$ cat src/hw/rtl/hdg_pkg.sv
// ----------------------------------------------------------------------------
// Hypersphere direction generator package
// Shared constants and fixed-point helpers for the direction generator.
// ----------------------------------------------------------------------------
`default_nettype none

package hdg_pkg;

  localparam int unsigned DefaultMaxDims = 8;
  localparam logic [3:0]  DimsReset      = 4'd3;
  localparam logic [17:0] Q16One         = 18'sd65536;

  // Quarter-wave sine polynomial coefficients, unsigned Q30.
  localparam logic [30:0] PolyC1  = 31'd1686629713;
  localparam logic [30:0] PolyC3  = 31'd693598669;
  localparam logic [30:0] PolyC5  = 31'd85569306;
  localparam logic [30:0] PolyC7  = 31'd5026995;
  localparam logic [30:0] PolyC9  = 31'd172272;
  localparam logic [30:0] PolyC11 = 31'd3864;

  // Item passed from the front end to the back end.
  typedef struct packed {
    logic [16:0] phase;
    logic [2:0]  first_index;
    logic        last;
  } hdg_job_t;

endpackage : hdg_pkg

`default_nettype wire

$ cat src/hw/rtl/hdg_front.sv
// ----------------------------------------------------------------------------
// Direction generator front end
// Accepts fractions, decides which angle they are, and builds the phase.
// ----------------------------------------------------------------------------
`default_nettype none

module hdg_front #(
  parameter int unsigned MaxDims = hdg_pkg::DefaultMaxDims
) (
  input  wire logic             clk_i,
  input  wire logic             rst_ni,
  input  wire logic             cfg_we_i,
  input  wire logic [3:0]       cfg_wdata_i,
  input  wire logic             push_i,
  output logic                  full_o,
  input  wire logic [15:0]      angle_fraction_i,
  output logic                  job_valid_o,
  input  wire logic             job_ready_i,
  output hdg_pkg::hdg_job_t     job_o
);

  localparam int unsigned CntW = $clog2(MaxDims);

  logic [3:0]      dims_q;
  logic [CntW-1:0] count_q, count_d;
  logic [4:0]      dims_eff;
  logic            last;
  logic            accept;

  // Clamp the dimension register to its working range.
  always_comb begin
    if (dims_q < 4'd2) begin
      dims_eff = 5'd2;
    end else if ({1'b0, dims_q} > 5'(MaxDims)) begin
      dims_eff = 5'(MaxDims);
    end else begin
      dims_eff = {1'b0, dims_q};
    end
  end

  assign last     = ({{(5 > CntW ? 5 - CntW : 1){1'b0}}, count_q} >= (dims_eff - 5'd2));
  assign full_o   = ~job_ready_i;
  assign accept   = push_i & job_ready_i;
  assign count_d  = last ? '0 : count_q + 1'b1;

  assign job_valid_o          = accept;
  assign job_o.phase          = last ? {angle_fraction_i, 1'b0} : {1'b0, angle_fraction_i};
  assign job_o.first_index    = last ? 3'(dims_eff - 5'd2) : 3'(count_q);
  assign job_o.last           = last;

  always_ff @(posedge clk_i or negedge rst_ni) begin
    if (!rst_ni) begin
      dims_q  <= hdg_pkg::DimsReset;
      count_q <= '0;
    end else begin
      if (cfg_we_i) begin
        dims_q <= cfg_wdata_i;
      end
      if (accept) begin
        count_q <= count_d;
      end
    end
  end

endmodule : hdg_front

`default_nettype wire

$ cat config.mk
export PLATFORM = sky130hd
export DESIGN_NAME = hdg_front
export DESIGN_NICKNAME = d
export VERILOG_FILES = /design/src/hw/rtl/hdg_pkg.sv /design/src/hw/rtl/hdg_front.sv
export SDC_FILE = /design/constraint.sdc
export NUM_CORES = 1
export LEC_CHECK = 0
export BUFFER_PORTS_ARGS = -buffer_cell sky130_fd_sc_hd__buf_2
export CORE_MARGIN = 1
export CORE_UTILIZATION = 40
export DETAILED_ROUTE_END_ITERATION = 7
export GPL_TIMING_DRIVEN = 0
export PLACE_DENSITY_LB_ADDON = 0.3
export SKIP_LAST_GASP = 1
export SYNTH_ARGS = -nofsm -noshare
export SYNTH_HDL_FRONTEND = slang
export SYNTH_SLANG_ARGS = --single-unit
$ cat constraint.sdc
create_clock -name clk_i -period 3.5 [get_ports clk_i]
set_input_delay 0.7 -clock clk_i [delete_from_list [all_inputs] [get_ports clk_i]]
set_output_delay 0.7 -clock clk_i [all_outputs]
set_load 0.02 [all_outputs]
==> flow_summary.ini <==
[global_routing]
met2_usage = 0.316
overflow = 0
grtUsageTotal = 0.166
antenna_found_initial = 0
grtUsageMet3 = 0.0383
grt_pass1_wl_um = 2410
grt_use_met1 = 0.197
grt_busiest_layer = met2
grt_max_degree = 11
grt_pass1_vias = 568

[sta]
fmax_mhz = 299
finalCritPeriodShare = 0.954
finalHoldViolCount = 0
period_needed_ns = 3.34
tightest_slew_ns = 0.369
maxSlewViolCount = 0
slew_headroom = 0.751
rsz0062_at_grt = false
tns_ns = 0
setup_ws_ns = 0.160
finalClockSkew_ns = 0.00271
setup_viol = 0

[yosys]
ys_seq_area_frac = 0.261
syn_inst = 67
synth_compound_area_frac = 0.0954
synthArstFlopShare = 1.00
netlist_area_um2 = 682
synth_fa_ha_area_frac = 0.0917
synth_ff_type = dfrtp_1
yosysWarnings = 0
synth-seq-cells = 7
synth_top_family_by_area = multiplexers
muxShareOfSynthArea = 0.361
synth_nets = 97
synth_edf_count = 0
yosys.area_share.simple = 0.0954
yosysUniqueCellTypes = 21
avgSynthCellArea_um2 = 10.2
synth_xor_area_frac = 0.0128

[critical_path]
worstPathRequired_ns = 2.80
crit_type = flip-flop to output port
reg2reg_depth = 9
crit_arrival_ns = 2.64
r2r_start = dims_q[1]
critPathMaxFanout = 10
cp-start-kind = flip-flop
r2r_end = count_q[0]
r2r_slack_ns = 1.37
end_kind = output port

[clocking]
clock_path_buffers = 2
h-tree-depth = 1
path_clk_slew_ns = 0.05
cts_tree = built
root_buffer = clkbuf_4
cts_resized = 0
clk-insertion-delay-late_ns = 0.25
cts-buffers-inserted = 3
clock_sinks = 7

[layout]
layout-drive-gt1-share = 0.661
post_layout_nonfiller_instances = 137
mostFrequentLayoutCells = 47 x buf_2, 17 x mux2_2, 7 x inv_1
final_common_cell = buf_2
final_net_count = 152
synthToLayoutAreaGrowth_pct = 44.6
fin_area_um2 = 986
antenna_cells = 0
nFillCells = 159

[run]
maxCapViolations = 0

[detailed_routing]
dr.pass1.iters = 4
drt-vias-per-instance = 4.85
routed_wl_um = 1610
via_count = 665
ant_nets = 0
remaining_drc_errors = 0
first_iter_violations = 5
routedWlPerCell_um = 11.7

[power]
power.internal_uw = 315
seqPwrFrac = 0.208
pwr-share-comb = 0.661
power_density_nw_per_um2 = 560
p_sw_frac = 0.429
finalPower_uw = 552
pwr-share-clk = 0.131
p_switching_uw = 237
peakVddDrop_mv = 0.377
leakagePower_uw = 0.000524

[place]
port_buffers = 47
dp_slack_ns = 0.377
hpwl_um = 1350
dp.cells = 130
dpl_cell_area_um2 = 937
gp_congestion = 0.711

[die]
dieArea_um2 = 1870
coreArea_um2 = 1540
rows = 14
die_w_um = 43.3
io_pins = 48
fp.dieH_um = 43.3
start_util = 0.442

[hold_path]
hp-class = input pin to async pin

[status]
status = completed
[sequential cells by signal (all words and copies together) (netlist names)]
register	count
count_q	3
dims_q	4
[metal layers]
layer / part of all wire / vias up
li1: - / 343
met2: 0.57 / 19
met5: 0 / -
met3: 0.048 / 0
met4: 0 / 0
met1: 0.39 / 303
[synth_stat cells, types with 2 or more instances]
master | n | area share
a21oi_1 | 3 | 0.022
o21ai_0 | 5 | 0.037
mux2_2 | 17 | 0.28
nand2_1 | 6 | 0.033
nor2_1 | 2 | 0.011
buf_6 | 2 | 0.033
ha_1 | 5 | 0.092
mux2_4 | 3 | 0.066
dfrtp_1 | 5 | 0.18
dfstp_2 | 2 | 0.077
inv_1 | 7 | 0.039
[cells by family (layout without fill, tap and decap cells)]
family                     after synthesis  count (layout)
DFF                                      7               7
adders and majority gates                5               5
xor gates and xnor gates                 1               1
AOI/OAI and AO/OA                       10              10
and+or+nand+nor                         13              13
muxes                                   21              21
buffers and inverters                   10              64
[power by group through the flow]
| stage | clock network, uW | registers, uW | logic, uW |
|---|---|---|---|
| after detailed placement | 0 | 117 | 352 |
| final | 72.3 | 115 | 365 |
| after CTS | 74.9 | 116 | 354 |
| after floorplan | 0 | 111 | 261 |
| after global placement | 0 | 114 | 343 |
| after global routing | 78.9 | 118 | 394 |
[worst max-delay path, stage by stage, from the launching register on]
cell and delay, ns:
dfstp_2 0.52, inv_1 0.05, a21oi_1 0.18, inv_1 0.09
ha_1 0.31, ha_1 0.30, o21ai_2 0.07, a21oi_4 0.19
buf_6 0.18, mux2_2 0.33, buf_2 0.16
[worst max-delay path by stage]
stage | start | to | slack, ns | depth (start not counted)
4_1_cts | dims_q[1] | job_o[16] | 0.1 | 10
3_3_place_gp | dims_q[1] | job_o[13] | 0.44 | 10
2_1_floorplan | dims_q[1] | job_o[3] | 0.59 | 9
6_report | dims_q[1] | job_o[16] | 0.16 | 10
5_1_grt | dims_q[1] | job_o[13] | 0.008 | 10
3_5_place_dp | dims_q[1] | job_o[16] | 0.38 | 10
[area by class of cell]
type	count	area, um2	area share
Inverter	7	26.3	0.0266
Clock buffer	4	26.3	0.0266
Tap cell	16	20.0	0.0203
Buffer	3	30.0	0.0305
Timing Repair Buffer	50	258	0.261
Sequential cell	7	178	0.180
Multi-Input combinational cell	50	448	0.454
[repair_timing]
| item | in CTS | in global routing |
|---|---|---|
| setup buffers | 0 | 3 |
| setup endpoints to repair | 0 | 11 |
| hold buffers | 0 | 0 |
| endpoints found under the hold margin | 0 | 0 |
[stage by stage]
stage          utilization  hold WS (ns)
2_1_floorplan            -         0.404
3_3_place_gp         0.608         0.503
3_5_place_dp         0.608         0.505
4_1_cts              0.625         0.275
5_1_grt              0.640         0.277
6_report             0.640         0.275
No activity file was read; power rests on OpenSTA's default activity.
