--- config.mk ---
export PLATFORM = sky130hd
export DESIGN_NAME = hdg_queue
export DESIGN_NICKNAME = d
export VERILOG_FILES = /design/src/hw/rtl/hdg_pkg.sv /design/src/hw/rtl/hdg_queue.sv
export SDC_FILE = /design/constraint.sdc
export NUM_CORES = 1
export LEC_CHECK = 0
export BUFFER_PORTS_ARGS = -buffer_cell sky130_fd_sc_hd__buf_2
export CAP_MARGIN = 20
export CORE_MARGIN = 2
export CORE_UTILIZATION = 35
export CTS_CLUSTER_DIAMETER = 60
export CTS_CLUSTER_SIZE = 14
export DETAILED_ROUTE_END_ITERATION = 12
export GPL_TIMING_DRIVEN = 0
export PLACE_DENSITY = 0.69
export SLEW_MARGIN = 20
export SYNTH_ARGS = -nofsm -noshare
export SYNTH_HDL_FRONTEND = slang
export SYNTH_SLANG_ARGS = --single-unit
--- constraint.sdc ---
create_clock -name clk_i -period 5.2 [get_ports clk_i]
set_input_delay 1.04 -clock clk_i [delete_from_list [all_inputs] [get_ports clk_i]]
set_output_delay 1.04 -clock clk_i [all_outputs]
set_load 0.005 [all_outputs]
--- src/hw/rtl/hdg_pkg.sv ---
// ----------------------------------------------------------------------------
// Hypersphere direction generator package
// Shared constants and fixed-point helpers for the direction generator.
// ----------------------------------------------------------------------------
`default_nettype none

package hdg_pkg;

  localparam int unsigned DefaultMaxDims = 8;
  localparam logic [3:0]  DimsReset      = 4'd3;
  localparam logic [17:0] Q16One         = 18'sd65536;

  // Quarter-wave sine polynomial coefficients, unsigned Q30.
  localparam logic [30:0] PolyC1  = 31'd1686629713;
  localparam logic [30:0] PolyC3  = 31'd693598669;
  localparam logic [30:0] PolyC5  = 31'd85569306;
  localparam logic [30:0] PolyC7  = 31'd5026995;
  localparam logic [30:0] PolyC9  = 31'd172272;
  localparam logic [30:0] PolyC11 = 31'd3864;

  // Item passed from the front end to the back end.
  typedef struct packed {
    logic [16:0] phase;
    logic [2:0]  first_index;
    logic        last;
  } hdg_job_t;

endpackage : hdg_pkg

`default_nettype wire

--- src/hw/rtl/hdg_queue.sv ---
// ----------------------------------------------------------------------------
// Direction generator job queue
// Two-entry queue between the front end and the back end.
// ----------------------------------------------------------------------------
`default_nettype none

module hdg_queue (
  input  wire logic          clk_i,
  input  wire logic          rst_ni,
  input  wire logic          wr_valid_i,
  output logic               wr_ready_o,
  input  wire hdg_pkg::hdg_job_t wr_data_i,
  output logic               rd_valid_o,
  input  wire logic          rd_ready_i,
  output hdg_pkg::hdg_job_t  rd_data_o
);

  hdg_pkg::hdg_job_t mem_q [2];
  logic       wptr_q, rptr_q;
  logic [1:0] cnt_q;
  logic       wr, rd;

  assign wr_ready_o = (cnt_q != 2'd2);
  assign rd_valid_o = (cnt_q != 2'd0);
  assign rd_data_o  = mem_q[rptr_q];
  assign wr = wr_valid_i & wr_ready_o;
  assign rd = rd_valid_o & rd_ready_i;

  always_ff @(posedge clk_i) begin
    if (wr) begin
      mem_q[wptr_q] <= wr_data_i;
    end
  end

  always_ff @(posedge clk_i or negedge rst_ni) begin
    if (!rst_ni) begin
      wptr_q <= 1'b0;
      rptr_q <= 1'b0;
      cnt_q  <= 2'd0;
    end else begin
      if (wr) wptr_q <= ~wptr_q;
      if (rd) rptr_q <= ~rptr_q;
      cnt_q <= cnt_q + {1'b0, wr} - {1'b0, rd};
    end
  end

  a_no_overflow: assert property (@(posedge clk_i) disable iff (!rst_ni)
    cnt_q <= 2'd2) else $error("queue count out of range");
  a_count_step: assert property (@(posedge clk_i) disable iff (!rst_ni)
    (wr && !rd) |=> cnt_q == $past(cnt_q) + 2'd1) else $error("queue count slip");

endmodule : hdg_queue

`default_nettype wire

==> impl_metrics.csv, run 1 <==
group,metric,value,unit
run_status,status,"complete, no violations",
clock_tree,cts_buffers,5,
floorplanning,die_y,73.93,microns
floorplanning,die_x,73.93,microns
floorplanning,num_rows,25,
clock_tree,ctsHoldBuffers,0,
synthesis,syn_area,1712,sq um
place,gp_congestion,0.6654,
floorplanning,io_pins,48,
finish,design_area,2130,sq um
synthesis,syn_nets,109,
job,max_cap_violations,0,
synthesis,ys_seq_area_frac,0.7953,
clock_tree,clkLatencyLatePin,290,ps
sta,tightest_slew,1013,ps
drt,viasPerCell,4.361,
floorplanning,core,4723,sq um
place,placed_area,2048,sq um
finish,area_growth,24.42,%
drt,first_iter_violations,28,
synthesis,syn_inst,82,
drt,firstDrtPassIters,2,
sta,final_max_slew_viol_count,0,
worst_hold_path,hold_depth,1,
clock_tree,htree_levels,2,
sta,rsz0062_at_grt,"false",
place,dp_cells,197,
sta,slew_headroom,0.3248,
finish,nets,164,
synthesis,synth_top_area_frac,0.7368,
finish,final_cell_mix,"47 x buf_2, 42 x edfxtp_1, 21 x mux2_2, 5 x clkbuf_8, 4 x dfrtp_1",
critical_path,path_class,"reg -> out",
synthesis,synth-seq-cells,46,
drt,wire_per_inst,13.80,microns
sta,final.period_utilization,0.4689,
finish,final_util,0.4509,
critical_path,ff2ff_setup_slack,3450,ps
global_route,grt_pass1_wl,4.077,mm
global_route,grt_usage,0.1055,
floorplanning,initial_utilization,0.3624,
power_and_ir_drop,power,1.085,mW
drt,drc,0,
sta,hold_violations,0,
power_and_ir_drop,p_leak,0.8124,nW
finish,final_cells,205,
finish,n_antenna_cell,0,
clock_tree,post_cts_buffers,0,
synthesis,netlist-cell-type-count,14,
synthesis,synthTopCellsByArea,"edfxtp_1 74%, mux2_2 14%, dfrtp_1 5.8%",
clock_tree,cts_sinks,46,
clock_tree,cts-root-buf,"clkbuf_8",
critical_path,critPathCaptureType,"primary output",
global_route,overflow,0,
global_route,antenna_found_initial,0,
finish,layout_commonest_cell,"buf_2",
global_route,grt_max_degree,22,
sta,max_freq,410.2,MHz
sta,tns,0,ps
finish,drive_gt1_frac,0.5725,
critical_path,r2r_start,"cnt_q[1]",
finish,n_fill_cell,429,
place,place.port_buffers,47,
clock_tree,cts_resized,0,
floorplanning,design.die.area,5466,sq um
drt,route.antenna.remaining_nets,0,
critical_path,crit_required,4160,ps
sta,setup_viol,0,
critical_path,critPathArrivalTime,1400,ps
synthesis,yosysWarnings,0,
critical_path,worstPathMaxFanout,10,
critical_path,reg2regPathDepth,2,
worst_hold_path,holdCritPathClass,"reg -> reg",
sta,skew,2.858,ps
critical_path,reg2reg_to,"mem_q[1][11]",
clock_tree,cts_tree,"yes",
clock_tree,path_clk_slew,70,ps
place,dpl.hpwl,1.996,mm
global_route,grt_pass1_vias,919,
power_and_ir_drop,power_density,509.7,nW/um^2
synthesis,synth_area_leader_cell,"edfxtp_1",
worst_hold_path,hp-start,"wptr_q",
worst_hold_path,hold_end,"wptr_q",
critical_path,critPathLaunchType,"flop",
power_and_ir_drop,vdd_drop_max,0.1529,mV
synthesis,syn_avg_cell_area,20.87,sq um
drt,vias,894,
sta,fin_crit,2438,ps
drt,finalWirelength,2.829,mm
clock_tree,cts.path.max_buffers,2,
-- synthesized netlist by cell type --
library cell / instances
edfxtp_1: 42
mux2_2: 21
dfrtp_1: 4
xnor2_1: 3
buf_4: 2
ha_1: 2
and2_4: 1
and3_1: 1
inv_1: 1
nand2_1: 1
nand2b_1: 1
nor2_1: 1
or2_1: 1
xor2_1: 1
-- critical path, stage by stage, from the launching register on --
cell and delay, ps:
dfrtp_1 400, buf_4 220, mux2_2 350, buf_2 140
-- registers in the layout (all words and copies together) (netlist names) --
register  cells
cnt_q         2
mem_q        42
rptr_q        1
wptr_q        1
-- area by class of cell --
class	count	area, sq um	share of cell area
well taps	67	83.83	0.03937
flip-flops and latches	46	1361	0.6393
inverters	1	3.754	0.001763
clock buffers	6	72.57	0.03408
multi-input cells	33	334.1	0.1569
plain buffers	2	15.01	0.007051
repair buffers	48	250.2	0.1175
clock inverters	2	8.758	0.004113
-- cell families (layout without fill, tap and decap cells) --
family / after synthesis / in the layout / share of synthesized area
flip-flops: 46 / 46 / 0.7953
multiplexers: 21 / 21 / 0.1382
AND/OR/NAND/NOR: 6 / 6 / 0.02047
XOR/XNOR: 4 / 4 / 0.02047
buffers and inverters: 3 / 59 / 0.01096
adder cells (fa/ha/maj): 2 / 2 / 0.01462
-- how the worst max path moves through the flow --
stage	from	endpoint
global route	rptr_q	rd_data_o[18]
detailed placement	wr_valid_i	mem_q[1][1]
floorplan	wr_valid_i	mem_q[0][0]
CTS	rptr_q	rd_data_o[11]
global placement	wr_valid_i	mem_q[0][4]
finish	rptr_q	rd_data_o[11]
-- layer usage --
layer / global-route usage / share of wire
met1: 0.1053 / 0.38
met2: 0.1944 / 0.53
met3: 0.03794 / 0.078
met4: 0.04848 / 0.013
met5: 0 / 0
-- per-stage QoR --
stage	worst slack, ps	hold slack [ps]
final	2762	523.0
after global routing	2685	536.4
after CTS	2737	527.5
after detailed placement	2818	514.8
after global placement	2201	476.0
after floorplan	2767	460.8
-- report_power, final --
part | leakage [nW] | switching (mW) | internal (mW)
clock network | 0.0426 | 0.108 | 0.0924
registers | 0.437 | 0.0297 | 0.510
logic | 0.333 | 0.163 | 0.183
total | 0.812 | 0.300 | 0.786
(Power assumes the default switching activity.)
==> run 2: changes to the inputs <==
--- a/config.mk
+++ b/config.mk
@@ -5,6 +5,7 @@
 export SDC_FILE = /design/constraint.sdc
 export NUM_CORES = 1
 export LEC_CHECK = 0
+export ABC_AREA = 1
 export BUFFER_PORTS_ARGS = -buffer_cell sky130_fd_sc_hd__buf_2
 export CAP_MARGIN = 20
 export CORE_MARGIN = 2
@@ -13,7 +14,7 @@
 export CTS_CLUSTER_SIZE = 14
 export DETAILED_ROUTE_END_ITERATION = 12
 export GPL_TIMING_DRIVEN = 0
-export PLACE_DENSITY = 0.69
+export PLACE_DENSITY = 0.71
 export SLEW_MARGIN = 20
 export SYNTH_ARGS = -nofsm -noshare
 export SYNTH_HDL_FRONTEND = slang
==> constraint.sdc (replaced) <==
create_clock -name clk_i -period 2.1 [get_ports clk_i]
set_input_delay 0.42 -clock clk_i [delete_from_list [all_inputs] [get_ports clk_i]]
set_output_delay 0.42 -clock clk_i [all_outputs]
set_load 0.005 [all_outputs]
==> impl_metrics.csv, run 2 <==
group,metric,value,unit
clock_tree,cts_resized,0,
synthesis,synth_edf_count,42,
power_and_ir_drop,vdd_drop_max,0.7612,mV
synthesis,synth_top_area_frac,0.7159,
finish,drive_gt1_frac,0.3131,
power_and_ir_drop,power_density,1314,nW/um^2
clock_tree,clkLatencyLatePin,290,ps
global_route,grt_pass1_wl,4.850,mm
critical_path,crit_buf_inv,1,
clock_tree,cts_sinks,46,
sta,tightest_slew,919.8,ps
clock_tree,post_cts_buffers,0,
clock_tree,htree_levels,2,
finish,n_antenna_cell,0,
drt,route.antenna.remaining_nets,0,
worst_hold_path,hp-start,"wr_data_i[1]",
synthesis,synth_common_cells,"76 x nand2_1, 42 x edfxtp_1, 8 x inv_1",
floorplanning,io_pins,48,
sta,skew,3.134,ps
clock_tree,ctsHoldBuffers,1,
finish,largest_reg_flops,42,
finish,top_regs,"mem_q (42), cnt_q (2)",
clock_tree,cts.path.max_buffers,2,
job,max_cap_violations,0,
worst_hold_path,hold_depth,1,
synthesis,synthTopCellsByArea,"edfxtp_1 72%, nand2_1 16%, dfrtp_1 5.7%",
synthesis,synth_ff_type,"edfxtp_1",
run_status,status,"complete, no violations",
critical_path,ff2ff_setup_slack,410,ps
finish,final_cell_mix,"76 x nand2_1, 47 x buf_2, 42 x edfxtp_1, 8 x inv_1, 5 x clkbuf_8",
drt,first_iter_violations,32,
floorplanning,die_y,74.95,microns
place,dpl.hpwl,2.181,mm
drt,drc,0,
synthesis,netlist-cell-type-count,10,
critical_path,critPathArrivalTime,1610,ps
drt,wire_per_inst,11.62,microns
synthesis,ys_seq_area_frac,0.7727,
synthesis,synth_area_leader_cell,"edfxtp_1",
floorplanning,num_rows,25,
critical_path,critPathLaunchType,"flop",
finish,top_register,"mem_q",
synthesis,yosysMostFrequentCell,"nand2_1",
place,place.port_buffers,47,
critical_path,reg2reg_to,"mem_q[0][18]",
global_route,grt_pass1_vias,1096,
critical_path,reg2regPathDepth,3,
critical_path,critPathCaptureType,"flop",
finish,multi_input_area,331.6,sq um
synthesis,yosysWarnings,0,
synthesis,syn_area,1762,sq um
synthesis,syn_avg_cell_area,12.49,sq um
power_and_ir_drop,p_leak,1.008,nW
clock_tree,cts_buffers,5,
synthesis,syn_inst,141,
power_and_ir_drop,power,2.913,mW
floorplanning,initial_utilization,0.3681,
critical_path,path_class,"reg -> reg",
critical_path,max_stage_delay,680,ps
global_route,antenna_found_initial,0,
critical_path,r2r_start,"cnt_q[1]",
sta,final_max_slew_viol_count,0,
finish,regArea,1361,sq um
critical_path,worstPathMaxFanout,21,
drt,firstDrtPassIters,4,
floorplanning,core,4786,sq um
synthesis,syn_nets,168,
synthesis,synth-seq-cells,46,
critical_path,crit_path_top_delay_cell,"inv_1",
critical_path,worstPathCellList,"nand2_1 -> nand3_1 -> inv_1",
global_route,grt_max_degree,22,
drt,vias,1140,
floorplanning,design.die.area,5617,sq um
clock_tree,cts_tree,"yes",
finish,layout_commonest_cell,"nand2_1",
clock_tree,cts-root-buf,"clkbuf_8",
global_route,overflow,0,
sta,slew_headroom,0.3861,
finish,n_fill_cell,456,
critical_path,crit_required,2020,ps
sta,tns,0,ps
worst_hold_path,hold_end,"mem_q[1][1]",
sta,rsz0062_at_grt,"false",
critical_path,cpLargestDelayFamily,"buffers and inverters",
drt,viasPerCell,4.302,
global_route,grt_usage,0.1218,
sta,fin_hold_ws,308.6,ps
finish,nets,224,
sta,final.period_utilization,0.8027,
place,gp_congestion,0.6780,
synthesis,synthArstFlopShare,0.08696,
finish,area_growth,25.85,%
sta,fin_crit,1686,ps
sta,hold_violations,0,
sta,setup_viol,0,
drt,finalWirelength,3.078,mm
clock_tree,path_clk_slew,80,ps
floorplanning,die_x,74.95,microns
sta,max_freq,593.2,MHz
worst_hold_path,holdCritPathClass,"in -> reg",
## run 2: stage by stage
stage | setup slack, ps | instances | util | instance area [sq um]
after global routing | 303.3 | 265 | 0.4633 | 2217
after global placement | -347.2 | 255 | 0.4348 | 2081
after floorplan | 219.2 | 141 | - | 1762
after CTS | 385.3 | 265 | 0.4633 | 2217
after detailed placement | 391.6 | 256 | 0.4384 | 2098
final | 414.2 | 265 | 0.4633 | 2217
## run 2: final cells by class
type	count	area share
multi-input cells	82	0.1495
flip-flops and latches	46	0.6140
inverters	9	0.01524
repair buffers	49	0.1174
clock buffers	5	0.03104
plain buffers	4	0.01693
clock inverters	3	0.01806
well taps	67	0.03781
## run 2: cells by family after synthesis
logic type,count (synthesis),synth area share
DFF,46,0.7727
buffers and inverters,13,0.04048
adders and majority gates,2,0.01420
and+or+nand+nor,80,0.1726
## run 2: worst max path at each step
| stage | endpoint | slack (ps) | cells after the start | start |
|---|---|---|---|---|
| finish | mem_q[0][18] | 410 | 3 | cnt_q[1] |
| global route | mem_q[0][18] | 300 | 3 | cnt_q[1] |
| floorplan | mem_q[1][0] | 220 | 3 | cnt_q[1] |
| detailed placement | mem_q[0][9] | 390 | 3 | wr_valid_i |
| CTS | mem_q[0][18] | 390 | 3 | cnt_q[1] |
| global placement | mem_q[1][9] | -350 | 3 | wr_valid_i |
## run 2: layer usage
metal / GRT usage / vias up / wire length (microns)
met3: 0.04418 / 6 / 160
li1: - / 570 / -
met2: 0.2154 / 31 / 1585
met4: 0.05357 / 0 / 57
met1: 0.1302 / 533 / 1275
met5: 0 / - / 0
## run 2: worst register-to-register path, stage by stage (launching register included)
cell,delay (ps)
dfrtp_1,410
nand2_1,110
nand3_1,100
inv_1,680
## run 2: power by group
| group | switching [mW] | leakage, nW | internal [mW] |
|---|---|---|---|
| clock network | 0.280 | 0.0579 | 0.350 |
| registers | 0.0676 | 0.439 | 1.26 |
| logic | 0.572 | 0.511 | 0.386 |
